`src/design/sliding_text_lane_scheduler_top_macros.svh`:
```
// Assertion macros for the sliding text lane scheduler.
// Included by the modules that check their own logic; needs no other file.
`ifndef SLIDING_TEXT_LANE_SCHEDULER_TOP_MACROS_SVH
`define SLIDING_TEXT_LANE_SCHEDULER_TOP_MACROS_SVH

`ifndef ASSERT_OFF
// same-cycle implication
`define STLSCH_ASSERT_IMP(lbl, clk, rst, ante, cons) \
   lbl: assert property (@(posedge clk) disable iff (rst) (ante) |-> (cons)) \
      else $error("lane scheduler check failed");
// next-cycle implication
`define STLSCH_ASSERT_NXT(lbl, clk, rst, ante, cons) \
   lbl: assert property (@(posedge clk) disable iff (rst) (ante) |=> (cons)) \
      else $error("lane scheduler check failed");
`else
`define STLSCH_ASSERT_IMP(lbl, clk, rst, ante, cons)
`define STLSCH_ASSERT_NXT(lbl, clk, rst, ante, cons)
`endif

`endif

```
`src/design/stlsch_pkg.sv`:
```
// Shared types and codes of the sliding text lane scheduler.
// No dependencies; used by every module of the block.
`default_nettype none

package stlsch_pkg;

   localparam int TW_W   = 12;  // text width
   localparam int SW_W   = 12;  // screen width
   localparam int POS_W  = 14;  // stored slot position, signed
   localparam int STEP_W = 13;  // per-frame step
   localparam int EXT_W  = 15;  // signed working width of the slot arithmetic

   localparam logic CMD_TICK   = 1'b0;
   localparam logic CMD_INSERT = 1'b1;

   localparam logic [1:0] KIND_REPLY = 2'd0;
   localparam logic [1:0] KIND_SPAN  = 2'd1;
   localparam logic [1:0] KIND_END   = 2'd2;

   localparam logic [SW_W-1:0] VIEW_WIDTH_RESET = 12'd1920;

   typedef enum logic [1:0] {
      ST_IDLE,
      ST_INSERT,
      ST_TICK,
      ST_TICK_END
   } state_type;

   typedef struct packed {
      logic            command;
      logic [TW_W-1:0] text_width;
   } req_type;

   typedef struct packed {
      logic [1:0]  kind;
      logic        accepted;
      logic [2:0]  slot_row;
      logic [1:0]  slot_col;
      logic [11:0] dest_start;
      logic [10:0] source_start;
      logic [11:0] span_length;
      logic        last;
   } rsp_type;

   typedef struct packed {
      logic [POS_W-1:0]  pos;
      logic [TW_W-1:0]   width;
      logic [STEP_W-1:0] step;
   } slot_rec_type;

   typedef struct packed {
      logic             overhang;
      logic             freed;
      logic [POS_W-1:0] new_pos;
   } alu_res_type;

   typedef struct packed {
      logic        visible;
      logic [11:0] dest;
      logic [10:0] src;
      logic [11:0] len;
   } span_type;

endpackage

`default_nettype wire

```
`src/design/stlsch_slot_mem.sv`:
```
// Slot record memory: one write port, one registered read port.
// Depends on stlsch_pkg for the record type.
`default_nettype none

module stlsch_slot_mem #(
   parameter int DEPTH = 32,
   parameter int AW    = 5
) (
   input  wire logic                      clock,
   input  wire logic [AW-1:0]             rd_addr,
   output stlsch_pkg::slot_rec_type       rd_data,
   input  wire logic                      wr_en,
   input  wire logic [AW-1:0]             wr_addr,
   input  wire stlsch_pkg::slot_rec_type  wr_data
);

   stlsch_pkg::slot_rec_type slot_mem_ff [DEPTH];
   stlsch_pkg::slot_rec_type rd_data_ff;

   always_ff @(posedge clock) begin
      if (wr_en) begin
         slot_mem_ff[wr_addr] <= wr_data;
      end
      rd_data_ff <= slot_mem_ff[rd_addr];
   end

   assign rd_data = rd_data_ff;

endmodule

`default_nettype wire

```
`src/design/stlsch_slot_alu.sv`:
```
// Shared slot unit: overhang test for inserts, move and expiry for ticks.
// Depends on stlsch_pkg.
`default_nettype none

module stlsch_slot_alu (
   input  wire stlsch_pkg::slot_rec_type    rec,
   input  wire logic [stlsch_pkg::SW_W-1:0] view_width,
   output stlsch_pkg::alu_res_type          res
);

   logic signed [stlsch_pkg::EXT_W-1:0] pos_x;
   logic signed [stlsch_pkg::EXT_W-1:0] width_x;
   logic signed [stlsch_pkg::EXT_W-1:0] step_x;
   logic signed [stlsch_pkg::EXT_W-1:0] sw_x;
   logic signed [stlsch_pkg::EXT_W-1:0] right_x;
   logic signed [stlsch_pkg::EXT_W-1:0] moved_x;

   assign pos_x   = signed'({rec.pos[stlsch_pkg::POS_W-1], rec.pos});
   assign width_x = signed'({3'b000, rec.width});
   assign step_x  = signed'({2'b00, rec.step});
   assign sw_x    = signed'({3'b000, view_width});

   assign right_x = pos_x + width_x;
   assign moved_x = pos_x - step_x;

   always_comb begin
      res.overhang = right_x > sw_x;
      // free once the text has left the screen completely
      res.freed    = moved_x < -width_x;
      res.new_pos  = moved_x[stlsch_pkg::POS_W-1:0];
   end

endmodule

`default_nettype wire

```
`src/design/stlsch_span_clip.sv`:
```
// Clips one moved slot against the screen and forms its visible span.
// Depends on stlsch_pkg.
`default_nettype none

module stlsch_span_clip (
   input  wire logic [stlsch_pkg::POS_W-1:0] pos,
   input  wire logic [stlsch_pkg::TW_W-1:0]  width,
   input  wire logic [stlsch_pkg::SW_W-1:0]  view_width,
   output stlsch_pkg::span_type              span
);

   logic signed [stlsch_pkg::EXT_W-1:0] from_x;
   logic signed [stlsch_pkg::EXT_W-1:0] to_x;
   logic signed [stlsch_pkg::EXT_W-1:0] sw_x;
   logic signed [stlsch_pkg::EXT_W-1:0] from_c;
   logic signed [stlsch_pkg::EXT_W-1:0] to_c;
   logic signed [stlsch_pkg::EXT_W-1:0] src_x;
   logic signed [stlsch_pkg::EXT_W-1:0] len_x;

   assign from_x = signed'({pos[stlsch_pkg::POS_W-1], pos});
   assign sw_x   = signed'({3'b000, view_width});
   assign to_x   = from_x + signed'({3'b000, width}) - 15'sd1;

   always_comb begin
      from_c = (from_x < 15'sd0) ? 15'sd0 : from_x;
      src_x  = (from_x < 15'sd0) ? -from_x : 15'sd0;
      to_c   = (to_x >= sw_x) ? (sw_x - 15'sd1) : to_x;
      len_x  = to_c - from_c + 15'sd1;
      span.visible = (from_x < sw_x) && (to_x >= 15'sd0) && (width != '0);
      span.dest    = from_c[11:0];
      span.src     = src_x[10:0];
      span.len     = len_x[11:0];
   end

endmodule

`default_nettype wire

```
`src/design/stlsch_step_unit.sv`:
```
// Step computation: clamps the text width and divides by the pass length
// through a reciprocal multiply. Depends on stlsch_pkg.
`default_nettype none

module stlsch_step_unit #(
   parameter int CYCLES_PER_PASS = 256,
   parameter int MAX_TEXT_WIDTH  = 2048
) (
   input  wire logic                          clock,
   input  wire logic                          load,
   input  wire logic [stlsch_pkg::TW_W-1:0]   text_width,
   input  wire logic [stlsch_pkg::SW_W-1:0]   view_width,
   output logic [stlsch_pkg::TW_W-1:0]        width_clamped,
   output logic [stlsch_pkg::STEP_W-1:0]      step
);

   localparam int X_W       = 13;
   localparam int RECIP_W   = 14;
   localparam int PROD_W    = X_W + RECIP_W;
   localparam int DIV_SHIFT = X_W + $clog2(CYCLES_PER_PASS);
   // exact floor division for every dividend below 2**X_W
   localparam logic [RECIP_W-1:0] RECIP =
      RECIP_W'(((64'd1 << DIV_SHIFT) + 64'(CYCLES_PER_PASS) - 64'd1)
               / 64'(CYCLES_PER_PASS));

   logic [stlsch_pkg::TW_W-1:0] wc_in;
   logic [stlsch_pkg::TW_W-1:0] width_ff;
   logic [X_W-1:0]              x_in;
   logic [X_W-1:0]              x_ff;
   logic [PROD_W-1:0]           prod_in;
   logic [PROD_W-1:0]           prod_ff;
   logic [X_W-1:0]              quot;

   assign wc_in = (13'(text_width) > 13'(MAX_TEXT_WIDTH)) ?
                  stlsch_pkg::TW_W'(MAX_TEXT_WIDTH) : text_width;
   assign x_in    = X_W'(wc_in) + X_W'(view_width);
   assign prod_in = PROD_W'(x_ff) * PROD_W'(RECIP);

   always_ff @(posedge clock) begin
      if (load) begin
         width_ff <= wc_in;
         x_ff     <= x_in;
      end
      prod_ff <= prod_in;
   end

   assign quot          = X_W'(prod_ff >> DIV_SHIFT);
   assign step          = quot + 13'd1;
   assign width_clamped = width_ff;

endmodule

`default_nettype wire

```
`src/design/sliding_text_lane_scheduler_top.sv`:
```
// Sliding text lane scheduler, top level: sequencer, slot pipeline, config.
// Depends on stlsch_pkg, stlsch_slot_mem, stlsch_slot_alu, stlsch_span_clip,
// stlsch_step_unit and the assertion macro header.
//
// One command at a time: busy is high from the cycle after start is taken
// and drops in the cycle that presents its last result. In a tick every slot
// passes once through the single memory read port and the shared slot unit,
// one slot per cycle. An insert finishes with the first row that can take
// the text; a tick emits its spans in row-major order followed by an end
// marker. Results appear on rsp_data for one cycle with rsp_valid and must
// be taken then; the block never waits for the receiver. Screen width
// changes take effect at once.
`default_nettype none
`include "sliding_text_lane_scheduler_top_macros.svh"

module sliding_text_lane_scheduler_top #(
   parameter int ROWS            = 8,
   parameter int COLS            = 4,
   parameter int CYCLES_PER_PASS = 256,
   parameter int MAX_TEXT_WIDTH  = 2048
) (
   input  wire logic                          clock,
   input  wire logic                          reset,
   input  wire logic                          start,
   output logic                               busy,
   input  wire stlsch_pkg::req_type           req_data,
   output logic                               rsp_valid,
   output stlsch_pkg::rsp_type                rsp_data,
   input  wire logic                          csr_write_en,
   input  wire logic [stlsch_pkg::SW_W-1:0]   csr_write_data
);

   localparam int SLOTS = ROWS * COLS;
   localparam int IDX_W = (SLOTS > 1) ? $clog2(SLOTS) : 1;
   localparam int ROW_W = (ROWS > 1) ? $clog2(ROWS) : 1;
   localparam int COL_W = (COLS > 1) ? $clog2(COLS) : 1;
   localparam logic [IDX_W-1:0] LAST_IDX = IDX_W'(SLOTS - 1);
   localparam logic [COL_W-1:0] LAST_COL = COL_W'(COLS - 1);
   localparam logic [ROW_W-1:0] LAST_ROW = ROW_W'(ROWS - 1);

   stlsch_pkg::state_type state_ff, state_in;
   logic [stlsch_pkg::SW_W-1:0] sw_ff;
   logic [SLOTS-1:0] active_ff, active_in;

   // issue side
   logic [IDX_W-1:0] addr_ff, addr_in;
   logic [ROW_W-1:0] row_ff, row_in;
   logic [COL_W-1:0] col_ff, col_in;
   logic             done_ff, done_in;
   logic             issue;

   // read stage
   logic             rd_vld_ff, rd_vld_in;
   logic [IDX_W-1:0] rd_idx_ff;
   logic [ROW_W-1:0] rd_row_ff;
   logic [COL_W-1:0] rd_col_ff;
   logic             rd_act_ff;
   stlsch_pkg::slot_rec_type rd_rec;

   // per-row insert bookkeeping
   logic             row_ovh_ff, row_ovh_in;
   logic             row_free_ff, row_free_in;
   logic [IDX_W-1:0] row_fidx_ff, row_fidx_in;
   logic [COL_W-1:0] row_fcol_ff, row_fcol_in;

   // span stage
   logic                          b_vld_ff, b_vld_in;
   logic [stlsch_pkg::POS_W-1:0]  b_pos_ff;
   logic [stlsch_pkg::TW_W-1:0]   b_width_ff;
   logic [ROW_W-1:0]              b_row_ff;
   logic [COL_W-1:0]              b_col_ff;

   logic                rsp_valid_ff, rsp_valid_in;
   stlsch_pkg::rsp_type rsp_ff, rsp_in;

   logic                     wr_en;
   logic [IDX_W-1:0]         wr_addr;
   stlsch_pkg::slot_rec_type wr_rec;

   stlsch_pkg::alu_res_type     alu_res;
   stlsch_pkg::span_type        span;
   logic [stlsch_pkg::TW_W-1:0]   ins_width;
   logic [stlsch_pkg::STEP_W-1:0] ins_step;

   logic             accept;
   logic             ovh_c, free_seen, free_c, row_end, ins_grant, ins_refuse;
   logic [IDX_W-1:0] fidx;
   logic [COL_W-1:0] fcol;
   logic             tick_proc;

   assign busy   = (state_ff != stlsch_pkg::ST_IDLE);
   assign accept = start && !busy;

   stlsch_slot_mem #(.DEPTH(SLOTS), .AW(IDX_W)) u_mem (
      .clock   (clock),
      .rd_addr (addr_ff),
      .rd_data (rd_rec),
      .wr_en   (wr_en),
      .wr_addr (wr_addr),
      .wr_data (wr_rec)
   );

   stlsch_slot_alu u_alu (
      .rec        (rd_rec),
      .view_width (sw_ff),
      .res        (alu_res)
   );

   stlsch_span_clip u_clip (
      .pos        (b_pos_ff),
      .width      (b_width_ff),
      .view_width (sw_ff),
      .span       (span)
   );

   stlsch_step_unit #(
      .CYCLES_PER_PASS (CYCLES_PER_PASS),
      .MAX_TEXT_WIDTH  (MAX_TEXT_WIDTH)
   ) u_step (
      .clock         (clock),
      .load          (accept),
      .text_width    (req_data.text_width),
      .view_width    (sw_ff),
      .width_clamped (ins_width),
      .step          (ins_step)
   );

   // insert decision for the slot in the read stage
   assign row_end    = (rd_col_ff == LAST_COL);
   assign free_seen  = (rd_col_ff != '0) && row_free_ff;
   assign ovh_c      = ((rd_col_ff != '0) && row_ovh_ff) ||
                       (rd_act_ff && alu_res.overhang);
   assign free_c     = free_seen || !rd_act_ff;
   assign fidx       = free_seen ? row_fidx_ff : rd_idx_ff;
   assign fcol       = free_seen ? row_fcol_ff : rd_col_ff;
   assign ins_grant  = (state_ff == stlsch_pkg::ST_INSERT) && rd_vld_ff &&
                       row_end && !ovh_c && free_c;
   assign ins_refuse = (state_ff == stlsch_pkg::ST_INSERT) && rd_vld_ff &&
                       (rd_idx_ff == LAST_IDX) && !ins_grant;
   assign tick_proc  = ((state_ff == stlsch_pkg::ST_TICK) ||
                        (state_ff == stlsch_pkg::ST_TICK_END)) &&
                       rd_vld_ff && rd_act_ff;

   always_comb begin
      state_in     = state_ff;
      active_in    = active_ff;
      addr_in      = addr_ff;
      row_in       = row_ff;
      col_in       = col_ff;
      done_in      = done_ff;
      issue        = 1'b0;
      rd_vld_in    = 1'b0;
      row_ovh_in   = row_ovh_ff;
      row_free_in  = row_free_ff;
      row_fidx_in  = row_fidx_ff;
      row_fcol_in  = row_fcol_ff;
      b_vld_in     = 1'b0;
      rsp_valid_in = 1'b0;
      rsp_in       = '0;
      wr_en        = 1'b0;
      wr_addr      = rd_idx_ff;
      wr_rec       = rd_rec;

      unique case (state_ff)
         stlsch_pkg::ST_IDLE: begin
            if (start) begin
               addr_in  = '0;
               row_in   = '0;
               col_in   = '0;
               done_in  = 1'b0;
               state_in = (req_data.command == stlsch_pkg::CMD_INSERT) ?
                          stlsch_pkg::ST_INSERT : stlsch_pkg::ST_TICK;
            end
         end
         stlsch_pkg::ST_INSERT: begin
            issue = !done_ff && !ins_grant && !ins_refuse;
            if (rd_vld_ff) begin
               row_ovh_in  = ovh_c;
               row_free_in = free_c;
               row_fidx_in = fidx;
               row_fcol_in = fcol;
            end
            if (ins_grant) begin
               active_in[fidx] = 1'b1;
               wr_en        = 1'b1;
               wr_addr      = fidx;
               wr_rec.pos   = stlsch_pkg::POS_W'(sw_ff);
               wr_rec.width = ins_width;
               wr_rec.step  = ins_step;
               rsp_valid_in = 1'b1;
               rsp_in.kind     = stlsch_pkg::KIND_REPLY;
               rsp_in.accepted = 1'b1;
               rsp_in.slot_row = 3'(rd_row_ff);
               rsp_in.slot_col = 2'(fcol);
               rsp_in.last     = 1'b1;
               state_in     = stlsch_pkg::ST_IDLE;
            end else if (ins_refuse) begin
               rsp_valid_in = 1'b1;
               rsp_in.kind  = stlsch_pkg::KIND_REPLY;
               rsp_in.last  = 1'b1;
               state_in     = stlsch_pkg::ST_IDLE;
            end
         end
         stlsch_pkg::ST_TICK: begin
            issue = 1'b1;
            if (addr_ff == LAST_IDX) begin
               state_in = stlsch_pkg::ST_TICK_END;
            end
         end
         stlsch_pkg::ST_TICK_END: begin
            // hold the end marker until the last span has gone out
            if (!rd_vld_ff && !b_vld_ff) begin
               rsp_valid_in = 1'b1;
               rsp_in.kind  = stlsch_pkg::KIND_END;
               rsp_in.last  = 1'b1;
               state_in     = stlsch_pkg::ST_IDLE;
            end
         end
         default: begin
            state_in = stlsch_pkg::ST_IDLE;
         end
      endcase

      // move the slot, write it back, drop it once off screen
      if (tick_proc) begin
         active_in[rd_idx_ff] = !alu_res.freed;
         wr_en      = !alu_res.freed;
         wr_rec.pos = alu_res.new_pos;
         b_vld_in   = !alu_res.freed;
      end

      if (b_vld_ff && span.visible) begin
         rsp_valid_in        = 1'b1;
         rsp_in.kind         = stlsch_pkg::KIND_SPAN;
         rsp_in.slot_row     = 3'(b_row_ff);
         rsp_in.slot_col     = 2'(b_col_ff);
         rsp_in.dest_start   = span.dest;
         rsp_in.source_start = span.src;
         rsp_in.span_length  = span.len;
      end

      // advance the row-major slot walk
      if (issue) begin
         rd_vld_in = 1'b1;
         addr_in   = addr_ff + 1'b1;
         if (addr_ff == LAST_IDX) begin
            done_in = 1'b1;
         end
         if (col_ff == LAST_COL) begin
            col_in = '0;
            row_in = (row_ff == LAST_ROW) ? '0 : row_ff + 1'b1;
         end else begin
            col_in = col_ff + 1'b1;
         end
      end
   end

   always_ff @(posedge clock) begin
      if (reset) begin
         state_ff     <= stlsch_pkg::ST_IDLE;
         sw_ff        <= stlsch_pkg::VIEW_WIDTH_RESET;
         active_ff    <= '0;
         done_ff      <= 1'b0;
         rd_vld_ff    <= 1'b0;
         b_vld_ff     <= 1'b0;
         rsp_valid_ff <= 1'b0;
      end else begin
         state_ff     <= state_in;
         active_ff    <= active_in;
         done_ff      <= done_in;
         rd_vld_ff    <= rd_vld_in;
         b_vld_ff     <= b_vld_in;
         rsp_valid_ff <= rsp_valid_in;
         if (csr_write_en) begin
            sw_ff <= csr_write_data;
         end
      end
   end

   always_ff @(posedge clock) begin
      addr_ff     <= addr_in;
      row_ff      <= row_in;
      col_ff      <= col_in;
      rd_idx_ff   <= addr_ff;
      rd_row_ff   <= row_ff;
      rd_col_ff   <= col_ff;
      rd_act_ff   <= active_ff[addr_ff];
      row_ovh_ff  <= row_ovh_in;
      row_free_ff <= row_free_in;
      row_fidx_ff <= row_fidx_in;
      row_fcol_ff <= row_fcol_in;
      b_pos_ff    <= alu_res.new_pos;
      b_width_ff  <= rd_rec.width;
      b_row_ff    <= rd_row_ff;
      b_col_ff    <= rd_col_ff;
      rsp_ff      <= rsp_in;
   end

   assign rsp_valid = rsp_valid_ff;
   assign rsp_data  = rsp_ff;

   `STLSCH_ASSERT_NXT(a_accept_goes_busy, clock, reset, start && !busy, busy)
   `STLSCH_ASSERT_IMP(a_last_frees_block, clock, reset,
      rsp_valid && rsp_data.last, !busy)
   `STLSCH_ASSERT_IMP(a_span_not_last, clock, reset,
      rsp_valid && rsp_data.kind == stlsch_pkg::KIND_SPAN, !rsp_data.last)
   `STLSCH_ASSERT_IMP(a_span_stage_in_tick, clock, reset, b_vld_ff,
      state_ff == stlsch_pkg::ST_TICK || state_ff == stlsch_pkg::ST_TICK_END)
   `STLSCH_ASSERT_NXT(a_grant_replies, clock, reset, ins_grant,
      rsp_valid && rsp_data.accepted)

endmodule

`default_nettype wire

```
`config.mk`:
```
export PLATFORM = sky130hd
export DESIGN_NAME = sliding_text_lane_scheduler_top
export DESIGN_NICKNAME = d
export VERILOG_FILES = /design/src/design/stlsch_pkg.sv /design/src/design/stlsch_slot_mem.sv /design/src/design/stlsch_slot_alu.sv /design/src/design/stlsch_span_clip.sv /design/src/design/stlsch_step_unit.sv /design/src/design/sliding_text_lane_scheduler_top.sv
export VERILOG_INCLUDE_DIRS = /design/src /design/src/design
export SDC_FILE = /design/constraint.sdc
export NUM_CORES = 2
export LEC_CHECK = 0
export BUFFER_PORTS_ARGS = -buffer_cell sky130_fd_sc_hd__buf_2
export CAP_MARGIN = 10
export CORE_MARGIN = 8
export CORE_UTILIZATION = 55
export DETAILED_ROUTE_END_ITERATION = 10
export GPL_TIMING_DRIVEN = 0
export PLACE_DENSITY = 0.8
export SLEW_MARGIN = 30
export SYNTH_ARGS = -nofsm -noshare
export SYNTH_HDL_FRONTEND = slang
export SYNTH_SLANG_ARGS = --single-unit
```
`constraint.sdc`:
```
create_clock -name clock -period 11.6 [get_ports clock]
set_input_delay 1.16 -clock clock [delete_from_list [all_inputs] [get_ports clock]]
set_output_delay 1.16 -clock clock [all_outputs]
set_load 0.02 [all_outputs]
```
; ---- After elaboration in Yosys (flattened, before gate mapping)
; Memories as Yosys holds them, arrays and structs flattened. A register that Yosys moved wholly into a read port is not among the register bits.
; Cells that the tools add are included.
[word_totals]
mem_bits_rw = 1248
out_inout_bits = 46
wordCells = 181
mem_count = 1
inputBits = 29
ff_bits = 193
[op_classes]
eq_ne = 12
n_mux = 61
bitwise = 3
reduce_logical = 44
add_sub_neg = 14
order_cmp = 12
[memory_table]
columns = memory, words, word_bits, read_ports, rd_ports_with_merged_regs, write_ports, line
row1 = u_mem.slot_mem_ff, 32, 39, 1, 1, 1, stlsch_slot_mem.sv:17  ; stlsch_pkg::slot_rec_type slot_mem_ff [DEPTH];
[op_table]
columns = op, count
row1 = $mux W32, 3
row2 = $mux W39, 2
row3 = $mux W40, 1
row4 = $mux W12, 3
row5 = $mux W5, 7
row6 = $bwmux W32, 1
row7 = $or A32 B32 Y32, 1
row8 = $add A14 B13 Y15, 2
row9 = $mux W2, 12
row10 = $logic_and A1 B1 Y1, 20
row11 = $lt A5 B6 Y1 const B, 3
row12 = $mux W1, 18
row13 = $ge A15 B1 Y1 const B, 1
row14 = $ge A15 B13 Y1, 1
row15 = $gt A15 B13 Y1, 1
row16 = $lt A15 B15 Y1, 1
row17 = $mux W3, 5
row18 = $neg A12 Y15, 1
row19 = $sub A14 B14 Y15, 1
row20 = $sub A15 B2 Y15 const B, 1
row21 = $lt A14 B1 Y1 const B, 1
row22 = $lt A14 B13 Y1, 1
row23 = $mux W14, 1
row24 = $add A12 B12 Y13, 1
row25 = 32 further kinds, 57

; ---- Depth between registers and ports, before layout
[logic_depth]
depth_word = 14
mapped_depth = 31
ltp_nobuf = 30

; ---- Cells and area by module
; A second synthesis with hierarchy kept.
[unflattened]
hier_cells = 4196
area_unflattened_um2 = 61801.8
[by_module_without_submodules]
columns = mod, cells_each, area_per_inst_um2, seq_area_each_um2, instances
row1 = stlsch_slot_mem, 2743, 49497.5, 38256.7, 1
row2 = sliding_text_lane_scheduler_top, 657, 6256.0, 3263.1, 1
row3 = stlsch_span_clip, 397, 2720.1, 0.0, 1
row4 = stlsch_slot_alu, 300, 2163.3, 0.0, 1
row5 = stlsch_step_unit, 99, 1164.9, 610.6, 1

; ---- Least setup slack after synthesis
; OpenSTA, ideal clock, no wires.
[synth_timing]
kind = register to register
start = register u_mem.rd_data[25] (netlist name)
end = memory u_mem.slot_mem_ff[0][0] (netlist bit) (enable)
arrival_ns = 5.875
required_time_ns = 11.151
path_stages_with_launch = 20
path_buffers = 1
setup_time_ns = 0.449
slack_ns = 5.275
synth_period_minus_slack_ns = 6.325
path_cell_list = dfxtp_1 > inv_1 > ha_1 > inv_1 > fa_1 > a21o_1 > a21oi_1 > nor2b_1 > o41ai_1 > o21ai_0 > o41ai_1 > xnor2_1 > ha_1 > a21o_1 > a211o_1 > a2111oi_0 > a221oi_2 > clkbuf_1 > nand4_1 > o22ai_1
[synth_rtl]
columns = item, line
row1 = to (decl), stlsch_slot_mem.sv:17

==> run summary <==
Outcome: finished, final reports clean
Setup TNS Final: 0 ns
Final ANT Viol Nets: 0
Min Clock Period, post-route: 7.60 ns
DR vias: 34500
Worst rel slew slack: 0.277
# IOs: 75
Clock tree from TritonCTS: done
Unrepaired setup endpoints after global routing: false
Slack of the worst reg-to-reg path: 4.00 ns
Synthesized cell area: 59800 sq um
Final Hold Fails: 0
Global-route wire length before repair: 246000 microns
CTS H-tree lvls: 4
Final Slew Violations: 0
CP Data Required Time: 12.06 ns
Buffer levels on the longest clock path: 3
Aggregate global routing overflow: 0
Number of clock buffers inserted by TritonCTS: 142
Die Span X: 346 microns
Yosys warning total: 0
Capturing element of the worst setup path: u_mem.slot_mem_ff[13][15]$_DFFE_PP_
Number of clock sinks seen by CTS: 1464
P_leak: 23.3 nW
Vert. Die Dim: 346 microns
Count of buffers from port buffering: 72
Final setup violation count: 0
Resize count post-CTS: 0
Number of antenna violations at the first check in global routing: 5
Die Outline Area: 119000 sq um
Placement row count: 121
Total setup buffers inserted after CTS: 0
Setup crit end kind: flop
Leading register cell type out of synthesis: edfxtp_1
Core box area: 108000 sq um
Drt total wl: 172000 microns
Post-synthesis sequential area ratio: 0.705
Number of design-rule violations left by the first detailed-router iteration: 5328
Worst Path Class, Setup: reg2reg
Power per cell area: 277 nW/um^2
Highest ir drop seen on vdd: 0.000188 V
Final cycle utilization of the critical path: 0.656
Final critical-path setup slack: 4.00 ns
Number of remaining DRC errors: 0
Number of enable-type register cells in the synthesized netlist: 1281
Number of detailed-routing iterations run before antenna repair: 6
Reg2Reg Launch Point: u_mem.rd_data[0]$_DFF_P_
Syn nets: 3362
Starting utilization of the core area: 0.551
Routability cong.: 0.941
Synth unique cells: 67
Worst slack at placement: 4.23 ns
Tightest Pin Transition: 1.08 ns
Post-detailed-route wirelength per cell: 33.9 microns
Clock root buffer: clkbuf_16
Max-capacitance violation count: 0
Number of global-route vias before repair: 34800
Path class of the lowest-slack min-delay path: reg2reg
Sort of element at the start of the critical path: flop
Global-route usage over all layers: 0.283
Skew final: 0.0411 ns
Post-synthesis cell count: 3183
Arrival time at the worst endpoint: 8.06 ns
Average via count per standard cell: 6.82
Insertion delay to the later sink of the worst-skew pair: 0.77 ns
Clock-pin slew on the worst setup and hold paths: 0.06 ns
Max Freq: 132 MHz
Number of synthesized register bits: 1464
Share of post-route cells with drive strength above 1: 0.282
Final net count: 3704
Proportion of synthesized flip-flops having asynchronous set or reset: 0
Hold-fix buffer count after cts: 0
Maximum number of pins on one net before global-route repair: 33
Crit. Startpoint: u_mem.rd_data[0]$_DFF_P_
Critical path peak fanout: 13
Area Overhead vs Synth: 16.9%
Hpwl dp: 111000 microns
End of the worst register-to-register path: u_mem.slot_mem_ff[13][15]$_DFFE_PP_
Mean instance size in the synthesized netlist: 18.8 sq um
Length in cells of the worst reg-to-reg path: 21
-- metal layers --
metal	vias up	GRT usage	wire length, microns
met4	4	0.165	12100
met5	-	0	23
met1	17500	0.360	59900
met3	641	0.0673	19900
met2	2738	0.448	79700
li1	13600	-	-
-- per-stage QoR --
step / area, sq um / power, W / utilization / cells / hold WS, ns
final: 69900 / 0.0194 / 0.644 / 5058 / 0.349
after global routing: 69800 / 0.0202 / 0.644 / 5057 / 0.358
after CTS: 69800 / 0.0193 / 0.644 / 5057 / 0.352
after detailed placement: 64900 / 0.0144 / 0.599 / 4795 / 0.340
after global placement: 61900 / 0.0140 / 0.571 / 4669 / 0.334
after floorplan: 59800 / 0.0121 / - / 3183 / 0.323
-- how the worst min path moves through the flow --
stage                                  to  cells past startpoint  slack [ns]                     start
6_report              b_row_ff[1]$_DFF_P_                      0        0.35      rd_row_ff[1]$_DFF_P_
3_3_place_gp          b_row_ff[1]$_DFF_P_                      0        0.33      rd_row_ff[1]$_DFF_P_
5_1_grt               b_row_ff[1]$_DFF_P_                      0        0.36      rd_row_ff[1]$_DFF_P_
3_5_place_dp          b_row_ff[1]$_DFF_P_                      0        0.34      rd_row_ff[1]$_DFF_P_
2_1_floorplan  u_step.prod_ff[21]$_DFF_P_                      0        0.32  u_step.x_ff[8]$_DFFE_PP_
4_1_cts               b_row_ff[0]$_DFF_P_                      0        0.35      rd_row_ff[0]$_DFF_P_
-- cells in the mapped netlist, types with 3 or more instances --
cell | instances | area share
inv_1 | 120 | 0.0075
a21oi_1 | 58 | 0.0049
fa_1 | 4 | 0.0013
or2_2 | 5 | 0.00052
clkbuf_1 | 100 | 0.0063
o41ai_1 | 3 | 0.00044
nor4_1 | 8 | 0.00084
o211a_1 | 4 | 0.00067
mux4_2 | 400 | 0.15
a21o_1 | 14 | 0.0018
o21bai_1 | 8 | 0.0010
xor2_1 | 19 | 0.0028
nand3_1 | 17 | 0.0014
nand2_1 | 139 | 0.0087
buf_1 | 29 | 0.0018
a31o_2 | 3 | 0.00044
mux2i_1 | 27 | 0.0045
nand4_1 | 11 | 0.0012
dfxtp_1 | 183 | 0.061
nor2_1 | 127 | 0.0080
o31ai_1 | 4 | 0.00050
or4_1 | 4 | 0.00050
o2111ai_1 | 6 | 0.00088
buf_2 | 11 | 0.00092
and4_1 | 3 | 0.00044
o21a_1 | 13 | 0.0016
xnor2_1 | 55 | 0.0081
ha_1 | 146 | 0.031
nor2b_1 | 25 | 0.0026
nor3_1 | 44 | 0.0037
edfxtp_1 | 1281 | 0.64
o21ai_0 | 48 | 0.0040
a31oi_1 | 24 | 0.0025
or3_1 | 5 | 0.00052
o22ai_1 | 32 | 0.0033
nor3b_1 | 3 | 0.00038
a211oi_1 | 47 | 0.0059
and3_1 | 13 | 0.0014
nand4b_1 | 4 | 0.00059
o211ai_1 | 9 | 0.0011
o31a_1 | 23 | 0.0034
nand2b_1 | 9 | 0.00094
and2_1 | 10 | 0.0010
mux2_2 | 53 | 0.010
-- worst max-delay path, cell delays in order, from the launching register on --
cell and delay [ns]:
dfxtp_1 0.60, ha_1 0.28, inv_1 0.07, fa_1 0.40, a21o_1 0.17, a21oi_1 0.22, nor2b_1 0.12, o41ai_1 0.32
o21ai_0 0.22, o41ai_1 0.52, xnor2_1 0.29, ha_1 0.39, a21o_1 0.12, a211o_1 0.15, a2111oi_0 0.11, a221oi_4 0.74
clkbuf_1 0.53, nand4_1 0.55, o22ai_4 0.77, buf_8 0.28, buf_8 0.22, buf_8 0.19
-- layout make-up --
type	count	area [sq um]
antenna	1	2.50
multi-input combinational	1456	17400
sequential	1464	42100
fill	6747	38500
clock inverter	78	976
clock buffer	184	3850
timing repair buffer	198	2600
inverter	121	454
tap	1414	1770
buffer	142	626
-- kinds of logic after synthesis --
family                   Yosys count  share of synthesized area
flip-flops                      1464                      0.705
multiplexers                     480                      0.165
AND/OR/NAND/NOR                  432                     0.0335
AO/OA/AOI/OAI                    320                     0.0366
buffers and inverters            263                     0.0170
adder cells (fa/ha/maj)          150                     0.0319
XOR/XNOR                          74                     0.0108
-- report_power, final --
| part | internal, W | total, W | switching (W) | leakage (nW) |
|---|---|---|---|---|
| combinational | 0.00315 | 0.00770 | 0.00455 | 7.92 |
| sequential | 0.00661 | 0.00687 | 0.000257 | 13.0 |
| clock | 0.00277 | 0.00480 | 0.00203 | 2.36 |
-- state kept, by name (all words and copies together), names as in the netlist, 12 cells and up --
name                  flops
u_mem.slot_mem_ff      1248
rsp_data                 44
u_mem.rd_data            39
active_ff                32
b_pos_ff                 14
b_width_ff               12
sw_ff                    12
u_step.width_clamped     12
-- placed cells by master, fill, tap and decap left out, drive strengths merged, types with 8 or more instances in the layout --
cell type  instances
a211oi            47
a21o              14
a21oi             59
a31oi             24
and2              10
and3              13
buf              239
bufinv            18
clkbuf           285
clkinv            47
dfxtp            183
edfxtp          1281
ha               146
inv              130
mux2              53
mux2i             27
mux4             400
nand2            139
nand2b             9
nand3             17
nand4             11
nor2             127
nor2b             25
nor3              44
nor4               8
o211ai             9
o21a              13
o21ai             49
o21bai             8
o22ai             32
o31a              23
xnor2             55
xor2              19
Power figures use the tool's default switching activity.
